**config.mk**
```make
export PLATFORM = sky130hd
export DESIGN_NAME = rgb_saturation_adjust
export DESIGN_NICKNAME = d
export VERILOG_FILES = /design/src/sv/rsa_pkg.sv /design/src/sv/rgb_saturation_adjust.sv
export SDC_FILE = /design/constraint.sdc
export NUM_CORES = 2
export LEC_CHECK = 0
export ABC_AREA = 1
export BUFFER_PORTS_ARGS = -buffer_cell sky130_fd_sc_hd__buf_2
export CORE_ASPECT_RATIO = 2
export CORE_MARGIN = 2
export CORE_UTILIZATION = 25
export DETAILED_ROUTE_END_ITERATION = 6
export PLACE_DENSITY = 0.45
export SETUP_SLACK_MARGIN = 0.2
export SYNTH_ARGS = -nofsm -noshare
export SYNTH_HDL_FRONTEND = slang
export SYNTH_SLANG_ARGS = --single-unit
```
**constraint.sdc**
```tcl
create_clock -name i_clk -period 9 [get_ports i_clk]
set_clock_uncertainty 0.05 [all_clocks]
set_input_delay 0.9 -clock i_clk [delete_from_list [all_inputs] [get_ports i_clk]]
set_output_delay 0.9 -clock i_clk [all_outputs]
set_load 0.01 [all_outputs]
```
**src/sv/rsa_pkg.sv**
```systemverilog
`default_nettype none

package rsa_pkg;

    // Field widths.
    localparam int CHAN_BITS   = 8;
    localparam int GAIN_BITS   = 10;
    localparam int WEIGHT_BITS = 9;
    localparam int FRAC_BITS   = 8;

    // Datapath widths that follow from the field widths.
    localparam int SQR_W       = 2 * CHAN_BITS;
    localparam int WPROD_W     = SQR_W + WEIGHT_BITS;
    localparam int SUM_W       = WPROD_W + 2;
    localparam int RAD_W       = SUM_W - FRAC_BITS;
    localparam int ROOT_STAGES = (RAD_W + 3) / 4;
    localparam int ROOT_W      = 2 * ROOT_STAGES;
    localparam int PAD_W       = 2 * ROOT_W;
    localparam int REM_W       = ROOT_W + 3;
    localparam int DIFF_W      = ROOT_W + 2;
    localparam int PROD_W      = DIFF_W + GAIN_BITS + 1;
    localparam int QUOT_W      = PROD_W - FRAC_BITS;
    localparam int OUT_W       = QUOT_W + 1;

    // Pipeline layout: squares, weighting, radicand, root stages, gain product, output.
    localparam int STG_SQR     = 0;
    localparam int STG_WGT     = 1;
    localparam int STG_RAD     = 2;
    localparam int STG_ROOT0   = 3;
    localparam int STG_PROD    = STG_ROOT0 + ROOT_STAGES;
    localparam int STG_OUT     = STG_PROD + 1;
    localparam int NUM_STAGES  = STG_OUT + 1;

    // Register port.
    localparam int ADDR_W = 4;
    localparam int DATA_W = 32;
    localparam int IDX_W  = ADDR_W - 2;

    localparam logic [IDX_W-1:0] REG_GAIN  = IDX_W'(0);
    localparam logic [IDX_W-1:0] REG_RED   = IDX_W'(1);
    localparam logic [IDX_W-1:0] REG_GREEN = IDX_W'(2);
    localparam logic [IDX_W-1:0] REG_BLUE  = IDX_W'(3);

    localparam logic [GAIN_BITS-1:0]   GAIN_RESET   = GAIN_BITS'(192);
    localparam logic [WEIGHT_BITS-1:0] WEIGHT_RESET = WEIGHT_BITS'(256);

    typedef struct packed {
        logic [CHAN_BITS-1:0] red;
        logic [CHAN_BITS-1:0] green;
        logic [CHAN_BITS-1:0] blue;
    } t_pix;

    typedef struct packed {
        logic [PAD_W-1:0]  x;
        logic [REM_W-1:0]  rem;
        logic [ROOT_W-1:0] root;
    } t_root_state;

    typedef struct packed {
        logic                 clip;
        logic [CHAN_BITS-1:0] val;
    } t_chan_res;

endpackage

`default_nettype wire

```
**src/sv/rgb_saturation_adjust.sv**
```systemverilog
// Channel   | Handshake          | Payload
// ----------+--------------------+------------------------------------------
// pixel in  | i_valid / o_stall  | i_red_in, i_green_in, i_blue_in
// pixel out | o_valid / i_stall  | o_red_out, o_green_out, o_blue_out, o_clipped
// registers | APB psel/penable   | paddr, pwdata, prdata, pready
//
// One pixel enters per clock while o_stall is low; each passes through square,
// weight, sum, five square-root stages of two bits each, gain multiply, round
// and clamp.
// Reset is synchronous and active low; it empties the pipeline and loads the
// register reset values.
// A stall at the output holds the last stage; earlier stages keep moving until
// they reach a full stage, so bubbles close up and nothing is lost or repeated.
`default_nettype none

module rgb_saturation_adjust (
    input  wire                                i_clk,
    input  wire                                i_rst_n,
    input  wire                                i_valid,
    output logic                               o_stall,
    input  wire  [rsa_pkg::CHAN_BITS-1:0]      i_red_in,
    input  wire  [rsa_pkg::CHAN_BITS-1:0]      i_green_in,
    input  wire  [rsa_pkg::CHAN_BITS-1:0]      i_blue_in,
    output logic                               o_valid,
    input  wire                                i_stall,
    output logic [rsa_pkg::CHAN_BITS-1:0]      o_red_out,
    output logic [rsa_pkg::CHAN_BITS-1:0]      o_green_out,
    output logic [rsa_pkg::CHAN_BITS-1:0]      o_blue_out,
    output logic                               o_clipped,
    input  wire                                psel,
    input  wire                                penable,
    input  wire                                pwrite,
    input  wire  [rsa_pkg::ADDR_W-1:0]         paddr,
    input  wire  [rsa_pkg::DATA_W-1:0]         pwdata,
    output logic [rsa_pkg::DATA_W-1:0]         prdata,
    output logic                               pready
);

    localparam int CB = rsa_pkg::CHAN_BITS;
    localparam int NS = rsa_pkg::NUM_STAGES;
    localparam int RS = rsa_pkg::ROOT_STAGES;

    // Two digits of the restoring square root.
    function automatic rsa_pkg::t_root_state root_step2(input rsa_pkg::t_root_state s);
        rsa_pkg::t_root_state t;
        logic [rsa_pkg::REM_W-1:0] trial;
        t = s;
        for (int k = 0; k < 2; k++) begin
            t.rem = {t.rem[rsa_pkg::REM_W-3:0], t.x[rsa_pkg::PAD_W-1 -: 2]};
            t.x   = {t.x[rsa_pkg::PAD_W-3:0], 2'b00};
            trial = {{(rsa_pkg::REM_W-rsa_pkg::ROOT_W-2){1'b0}}, t.root, 2'b01};
            if (t.rem >= trial) begin
                t.rem  = t.rem - trial;
                t.root = {t.root[rsa_pkg::ROOT_W-2:0], 1'b1};
            end else begin
                t.root = {t.root[rsa_pkg::ROOT_W-2:0], 1'b0};
            end
        end
        return t;
    endfunction

    // Divide by 256 rounding toward zero, add the brightness and clamp.
    function automatic rsa_pkg::t_chan_res finish_chan(
        input logic signed [rsa_pkg::PROD_W-1:0] prod,
        input logic        [rsa_pkg::ROOT_W-1:0] p
    );
        rsa_pkg::t_chan_res res;
        logic signed [rsa_pkg::PROD_W-1:0] adj;
        logic signed [rsa_pkg::QUOT_W-1:0] q;
        logic signed [rsa_pkg::OUT_W-1:0]  v;
        logic signed [rsa_pkg::OUT_W-1:0]  vmax;
        adj  = prod[rsa_pkg::PROD_W-1]
             ? prod + rsa_pkg::PROD_W'((1 << rsa_pkg::FRAC_BITS) - 1) : prod;
        q    = adj[rsa_pkg::PROD_W-1:rsa_pkg::FRAC_BITS];
        vmax = $signed({{(rsa_pkg::OUT_W-CB){1'b0}}, {CB{1'b1}}});
        v    = $signed({q[rsa_pkg::QUOT_W-1], q})
             + $signed({{(rsa_pkg::OUT_W-rsa_pkg::ROOT_W){1'b0}}, p});
        if (v[rsa_pkg::OUT_W-1]) begin
            res.clip = 1'b1;
            res.val  = '0;
        end else if (v > vmax) begin
            res.clip = 1'b1;
            res.val  = {CB{1'b1}};
        end else begin
            res.clip = 1'b0;
            res.val  = v[CB-1:0];
        end
        return res;
    endfunction

    // Configuration registers.
    logic [rsa_pkg::GAIN_BITS-1:0]   r_gain;
    logic [rsa_pkg::WEIGHT_BITS-1:0] r_wred;
    logic [rsa_pkg::WEIGHT_BITS-1:0] r_wgreen;
    logic [rsa_pkg::WEIGHT_BITS-1:0] r_wblue;
    logic [rsa_pkg::IDX_W-1:0]       reg_idx;
    logic                            cfg_wr;

    assign pready  = 1'b1;
    assign reg_idx = paddr[rsa_pkg::ADDR_W-1:2];
    assign cfg_wr  = psel && penable && pwrite && pready;

    always_ff @(posedge i_clk) begin
        if (!i_rst_n) begin
            r_gain   <= rsa_pkg::GAIN_RESET;
            r_wred   <= rsa_pkg::WEIGHT_RESET;
            r_wgreen <= rsa_pkg::WEIGHT_RESET;
            r_wblue  <= rsa_pkg::WEIGHT_RESET;
        end else if (cfg_wr) begin
            case (reg_idx)
                rsa_pkg::REG_GAIN:  r_gain   <= pwdata[rsa_pkg::GAIN_BITS-1:0];
                rsa_pkg::REG_RED:   r_wred   <= pwdata[rsa_pkg::WEIGHT_BITS-1:0];
                rsa_pkg::REG_GREEN: r_wgreen <= pwdata[rsa_pkg::WEIGHT_BITS-1:0];
                rsa_pkg::REG_BLUE:  r_wblue  <= pwdata[rsa_pkg::WEIGHT_BITS-1:0];
                default: ;
            endcase
        end
    end

    // Register read-back.
    always_comb begin
        case (reg_idx)
            rsa_pkg::REG_GAIN:  prdata = rsa_pkg::DATA_W'(r_gain);
            rsa_pkg::REG_RED:   prdata = rsa_pkg::DATA_W'(r_wred);
            rsa_pkg::REG_GREEN: prdata = rsa_pkg::DATA_W'(r_wgreen);
            rsa_pkg::REG_BLUE:  prdata = rsa_pkg::DATA_W'(r_wblue);
            default:            prdata = '0;
        endcase
    end

    // Stage valid bits and the ready chain; a stage loads when it is empty or
    // the stage after it loads.
    logic [NS-1:0] r_vld;
    logic [NS-1:0] rdy;

    assign rdy[NS-1] = !r_vld[NS-1] || !i_stall;
    for (genvar k = 0; k < NS - 1; k++) begin : g_rdy
        assign rdy[k] = !r_vld[k] || rdy[k+1];
    end

    assign o_stall = !rdy[0];
    assign o_valid = r_vld[NS-1];

    always_ff @(posedge i_clk) begin
        if (!i_rst_n) begin
            r_vld <= '0;
        end else begin
            if (rdy[0]) begin
                r_vld[0] <= i_valid;
            end
            for (int k = 1; k < NS; k++) begin
                if (rdy[k]) begin
                    r_vld[k] <= r_vld[k-1];
                end
            end
        end
    end

    // Stage: square each channel.
    rsa_pkg::t_pix            r_sqr_pix;
    logic [rsa_pkg::SQR_W-1:0] r_sqr [3];

    always_ff @(posedge i_clk) begin
        if (rdy[rsa_pkg::STG_SQR] && i_valid) begin
            r_sqr_pix.red   <= i_red_in;
            r_sqr_pix.green <= i_green_in;
            r_sqr_pix.blue  <= i_blue_in;
            r_sqr[0]        <= rsa_pkg::SQR_W'(i_red_in) * rsa_pkg::SQR_W'(i_red_in);
            r_sqr[1]        <= rsa_pkg::SQR_W'(i_green_in) * rsa_pkg::SQR_W'(i_green_in);
            r_sqr[2]        <= rsa_pkg::SQR_W'(i_blue_in) * rsa_pkg::SQR_W'(i_blue_in);
        end
    end

    // Stage: apply the channel weights.
    rsa_pkg::t_pix               r_wgt_pix;
    logic [rsa_pkg::WPROD_W-1:0] r_wprod [3];

    always_ff @(posedge i_clk) begin
        if (rdy[rsa_pkg::STG_WGT] && r_vld[rsa_pkg::STG_SQR]) begin
            r_wgt_pix  <= r_sqr_pix;
            r_wprod[0] <= rsa_pkg::WPROD_W'(r_sqr[0]) * rsa_pkg::WPROD_W'(r_wred);
            r_wprod[1] <= rsa_pkg::WPROD_W'(r_sqr[1]) * rsa_pkg::WPROD_W'(r_wgreen);
            r_wprod[2] <= rsa_pkg::WPROD_W'(r_sqr[2]) * rsa_pkg::WPROD_W'(r_wblue);
        end
    end

    // Stage: sum and drop the weight fraction to form the radicand.
    rsa_pkg::t_pix             r_rad_pix;
    logic [rsa_pkg::PAD_W-1:0] r_rad;
    logic [rsa_pkg::SUM_W-1:0] wsum;

    assign wsum = rsa_pkg::SUM_W'(r_wprod[0]) + rsa_pkg::SUM_W'(r_wprod[1])
                + rsa_pkg::SUM_W'(r_wprod[2]);

    always_ff @(posedge i_clk) begin
        if (rdy[rsa_pkg::STG_RAD] && r_vld[rsa_pkg::STG_WGT]) begin
            r_rad_pix <= r_wgt_pix;
            r_rad     <= {{(rsa_pkg::PAD_W-rsa_pkg::RAD_W){1'b0}},
                          wsum[rsa_pkg::SUM_W-1:rsa_pkg::FRAC_BITS]};
        end
    end

    // Square-root stages, two result bits each.
    rsa_pkg::t_root_state r_root_st  [RS];
    rsa_pkg::t_pix        r_root_pix [RS];
    rsa_pkg::t_root_state n_root_st  [RS];

    for (genvar j = 0; j < RS; j++) begin : g_root
        if (j == 0) begin : g_first
            rsa_pkg::t_root_state seed;
            assign seed.x    = r_rad;
            assign seed.rem  = '0;
            assign seed.root = '0;
            assign n_root_st[j] = root_step2(seed);

            always_ff @(posedge i_clk) begin
                if (rdy[rsa_pkg::STG_ROOT0] && r_vld[rsa_pkg::STG_RAD]) begin
                    r_root_st[j]  <= n_root_st[j];
                    r_root_pix[j] <= r_rad_pix;
                end
            end
        end else begin : g_next
            assign n_root_st[j] = root_step2(r_root_st[j-1]);

            always_ff @(posedge i_clk) begin
                if (rdy[rsa_pkg::STG_ROOT0+j] && r_vld[rsa_pkg::STG_ROOT0+j-1]) begin
                    r_root_st[j]  <= n_root_st[j];
                    r_root_pix[j] <= r_root_pix[j-1];
                end
            end
        end
    end

    // Stage: scale each channel's distance from the brightness by the gain.
    logic        [rsa_pkg::ROOT_W-1:0] bright;
    logic signed [rsa_pkg::DIFF_W-1:0] diff [3];
    logic        [CB-1:0]              chan [3];
    logic        [rsa_pkg::ROOT_W-1:0] r_prod_p;
    logic signed [rsa_pkg::PROD_W-1:0] r_prod [3];

    assign bright  = r_root_st[RS-1].root;
    assign chan[0] = r_root_pix[RS-1].red;
    assign chan[1] = r_root_pix[RS-1].green;
    assign chan[2] = r_root_pix[RS-1].blue;

    for (genvar c = 0; c < 3; c++) begin : g_diff
        assign diff[c] = $signed({{(rsa_pkg::DIFF_W-CB){1'b0}}, chan[c]})
                       - $signed({{(rsa_pkg::DIFF_W-rsa_pkg::ROOT_W){1'b0}}, bright});
    end

    always_ff @(posedge i_clk) begin
        if (rdy[rsa_pkg::STG_PROD] && r_vld[rsa_pkg::STG_PROD-1]) begin
            r_prod_p <= bright;
            for (int c = 0; c < 3; c++) begin
                r_prod[c] <= rsa_pkg::PROD_W'(diff[c])
                           * rsa_pkg::PROD_W'($signed({1'b0, r_gain}));
            end
        end
    end

    // Stage: round, add back the brightness, clamp and flag clipping.
    rsa_pkg::t_chan_res res [3];

    for (genvar c = 0; c < 3; c++) begin : g_fin
        assign res[c] = finish_chan(r_prod[c], r_prod_p);
    end

    always_ff @(posedge i_clk) begin
        if (rdy[rsa_pkg::STG_OUT] && r_vld[rsa_pkg::STG_PROD]) begin
            o_red_out   <= res[0].val;
            o_green_out <= res[1].val;
            o_blue_out  <= res[2].val;
            o_clipped   <= res[0].clip || res[1].clip || res[2].clip;
        end
    end

    // An accepted pixel always lands in the first stage.
    a_accept_loads: assert property (@(posedge i_clk) disable iff (!i_rst_n)
        (i_valid && !o_stall) |=> r_vld[0])
        else $error("accepted pixel did not enter the pipeline");

    // With an empty output stage the whole pipeline can move.
    a_empty_out_ready: assert property (@(posedge i_clk) disable iff (!i_rst_n)
        !o_valid |-> !o_stall)
        else $error("input stalled while the output stage is empty");

    // Back-pressure reaches the input only when every stage holds a pixel.
    a_stall_full: assert property (@(posedge i_clk) disable iff (!i_rst_n)
        o_stall |-> (&r_vld && i_stall))
        else $error("input stalled with a bubble in the pipeline");

    // A blocked product stage keeps its pixel.
    a_mid_hold: assert property (@(posedge i_clk) disable iff (!i_rst_n)
        (r_vld[rsa_pkg::STG_PROD] && !rdy[rsa_pkg::STG_OUT])
        |=> (r_vld[rsa_pkg::STG_PROD] && $stable(r_prod_p)))
        else $error("blocked product stage lost its pixel");

endmodule

`default_nettype wire

```
==> metrics.md <==
| Metric | Value |
|---|---|
| Syn Std Cell Area | `0.05919 sq mm` |
| Setup Fix Bufs, Post-CTS | `0` |
| Clock tree from TritonCTS | `yes` |
| Final net count | `7979` |
| Routability Congestion | `0.8793` |
| Post-synth cell types | `61` |
| Cell row count | `252` |
| Ports placed on the boundary | `127` |
| Area of combinational cells with multiple inputs | `0.03551 sq mm` |
| Setup violators final | `0` |
| Wire length of the first global-routing pass | `254.0 mm` |
| Global Route Usage Sum | `0.1376` |
| Number of flops mapped to enable cells by yosys | `537` |
| Total wire length after detailed routing | `164.7 mm` |
| PortBufs | `79` |
| Arrival time reported for the critical path endpoint | `7.82 ns` |
| Simple-gate share of the synthesized area | `0.1492` |
| Drt first-iter violations | `1515` |
| Number of maximum-capacitance constraint violations | `0` |
| Number of CTS-inserted buffers | `67` |
| Clock-pin slew reported for the worst setup and hold paths after clock tree synthesis | `0.07 ns` |
| Number of global-route vias before repair | `46.06k` |
| Kind of start point of the critical path | `flip-flop` |
| Setup TNS | `0 ns` |
| Run status | `complete, no violations` |
| Highest fanout seen on the critical path | `10` |
| Register area | `0.01707 sq mm` |
| Final Hold Fails | `0` |
| Largest family of logic cells by synthesized area | `adder cells` |
| Fraction of layout cells with a size suffix above 1 | `0.04329` |
| Longest Clk Path Bufs | `3` |
| CP peak stage delay | `0.65 ns` |
| Most frequent standard cell in the layout excluding fill and tap cells | `sky130_fd_sc_hd__inv_1` |
| Adder-cell share of the synthesized area | `0.3453` |
| Max-slew headroom at the worst pin | `0.2486` |
| Final Cycle Share | `0.8297` |
| Worst-Skew Late Latency | `0.66 ns` |
| Drt wl/cell | `16.82 um` |
| Post-DRT Antenna Nets | `0` |
| Max Freq | `133.9 MHz` |
| Critical path's most frequent cell | `sky130_fd_sc_hd__nand2_1` |
| Vias/cell | `4.316` |
| Total of hold buffers inserted after clock tree synthesis | `0` |
| Root Buffer Master | `sky130_fd_sc_hd__clkbuf_16` |
| Number of synthesized register bits | `584` |
| Most frequent cells in the layout | `sky130_fd_sc_hd__inv_1 (1550), sky130_fd_sc_hd__nand2_1 (1392), sky130_fd_sc_hd__fa_1 (692), sky130_fd_sc_hd__edfxtp_1 (537), sky130_fd_sc_hd__ha_1 (526)` |
| Number of design rule violations left after detail routing | `0` |
| Seq/Total Area, Yosys | `0.2884` |
| Critical path class | `reg -> reg` |
| Static leakage | `0.03208 uW` |
| Length of the first detailed-routing pass in iterations | `5` |
| CTS-repair resized insts | `0` |
| Warnings, synthesis | `0` |
| DIE AREA | `0.2409 sq mm` |
| Final-report max-slew violation count | `0` |
| Post-synthesis mux area share | `0.0003805` |
| Total via count after detailed routing | `42.28k` |
| HPWL after detailed placement | `138.3 mm` |
| # clock sinks | `584` |
| Syn avg cell area | `8.864 sq um` |
| CORE AREA | `0.2355 sq mm` |
| Worst Path Required | `9.35 ns` |
| Depth of the CTS H-tree | `3` |
| Die height | `692.1 um` |
| Worst hold slack | `0.3447 ns` |
| Type of destination of the critical path | `flip-flop` |
| Parity-gate share of the synthesized area counting xor and xnor cells | `0.04454` |
| Top_reg_cell synth | `sky130_fd_sc_hd__edfxtp_1` |
| Number of cells produced by synthesis | `6677` |
| VDD IR max | `0.1212 mV` |
| Hold/Removal Path Class | `reg -> reg` |
| Area added between synthesis and finish | `10.01%` |
| Fillcell total | `24.98k` |
| Initial antenna violation count | `3` |
| Total global routing overflow | `0` |
| Complex-gate fraction of the synthesized area | `0.05797` |
| Post-synthesis async set-or-reset flop share | `0` |
| Standard cell with the maximum stage delay on the critical path | `sky130_fd_sc_hd__fa_1` |
| Effective utilization at floorplan | `0.2513` |
| Shortest period the worst path allows | `7.467 ns` |
| Largest net degree at the start of global routing | `77` |
| Power density over the cells | `155.4 mW/mm^2` |
| Unrepaired setup endpoints after global routing | `no` |
| Die boundary width | `348.1 um` |
| Transition time at the pin with the least slew margin | `1.126 ns` |
[worst max-delay path, delay by kind of cell, from the launching register on]
| kind | cells | cell delay [ns] |
|---|---|---|
| buf+inv | 4 | 0.27 |
| compound gates | 4 | 0.62 |
| simple gates | 12 | 1.73 |
| flops | 1 | 0.48 |
| fa+ha+maj | 8 | 3.93 |
| xor+xnor | 1 | 0.09 |
[cell usage after synthesis (all sizes together), types with 2 or more instances]
master,n,area (sq um)
a221oi,3,26.28
xor2,206,1804
nand3,152,798.3
and3,4,25.02
o21bai,12,90.09
a21oi,298,1499
a21boi,9,67.56
conb,2,7.510
or2,31,196.4
nor2,477,1818
nor4,8,50.05
a211oi,3,22.52
xnor2,95,832.1
nand2,1398,5273
o31ai,10,75.07
a31oi,18,112.6
clkinv,12,45.04
buf,32,225.2
a21o,17,127.6
o21ai,186,938.4
nor3,38,195.2
nand4,61,381.6
inv,1564,5873
o211ai,13,97.59
o2111ai,10,87.58
fa,692,13850
a22oi,6,45.04
nand3b,7,52.55
dfxtp,47,940.9
o22ai,6,37.54
clkbuf,164,615.6
mux2,2,22.52
o21a,16,120.1
and2,5,31.28
ha,526,6581
o221ai,2,17.52
edfxtp,537,16130
[area by class of cell]
type                    count  area share
multi-input cells        4350      0.5455
flip-flops and latches    584      0.2621
inverters                1576     0.09094
well taps                3048     0.05857
clock buffers              84     0.02767
repair buffers            115     0.01022
clock inverters            36    0.004900
diodes                      3   0.0001153
[sequential cells by signal (all words and copies together) (netlist names), 8 cells and up]
| signal | cells |
|---|---|
| r_sqr | 42 |
| r_wgt_pix | 24 |
| r_root_pix | 120 |
| o_red_out | 8 |
| r_wprod | 75 |
| r_gain | 10 |
| r_vld | 10 |
| r_prod | 66 |
| r_root_st | 108 |
| r_sqr_pix | 24 |
| r_wgreen | 9 |
| o_green_out | 8 |
| r_prod_p | 10 |
| o_blue_out | 8 |
| r_wred | 9 |
| r_rad_pix | 24 |
| r_rad | 19 |
| r_wblue | 9 |
[path summary, 6_finish.rpt]
path | start | endpoint | slack (ns) | cells past startpoint
hold reg to reg | r_rad[14] | r_root_st[0][37] | 0.34 | 0
setup / recovery | r_root_st[0][156] | r_prod[0][67] | 1.53 | 29
setup reg to reg | r_root_st[0][156] | r_prod[0][67] | 1.53 | 29
hold / removal | r_rad[14] | r_root_st[0][37] | 0.34 | 0
[metrics by stage]
| stage | instances | total power, uW | cell area [sq um] | setup WS, ns | util |
|---|---|---|---|---|---|
| after floorplan | 6706 | 6343 | 59290 | 2.498 | - |
| after global placement | 9673 | 7502 | 62980 | 1.417 | 0.2674 |
| after detailed placement | 9673 | 7544 | 62980 | 1.441 | 0.2674 |
| after CTS | 9793 | 10320 | 65100 | 1.422 | 0.2764 |
| after global routing | 9794 | 10880 | 65100 | 0.9781 | 0.2764 |
| final | 9796 | 10120 | 65110 | 1.533 | 0.2764 |
[power by group]
part | total, uW | internal [uW] | switching [uW]
clock | 2700 | 1480 | 1220
combinational | 3740 | 1400 | 2340
sequential | 3680 | 3330 | 347
[metal layers]
| metal | GRT usage | vias to the layer above | share of wire |
|---|---|---|---|
| li1 | - | 20522 | - |
| met1 | 0.1175 | 20740 | 0.31 |
| met2 | 0.2930 | 687 | 0.60 |
| met3 | 0.01294 | 332 | 0.023 |
| met4 | 0.08544 | 2 | 0.068 |
| met5 | 0 | - | 0.000073 |
[cells by family (layout without fill, tap and decap cells)]
logic type / after synthesis / in the layout
simple gates: 2182 / 2182
buf+inv: 1772 / 1811
xor+xnor: 301 / 301
flops: 584 / 584
other cells: 2 / 34
fa+ha+maj: 1218 / 1218
mux: 2 / 2
compound gates: 616 / 616
(Power assumes the default switching activity.)
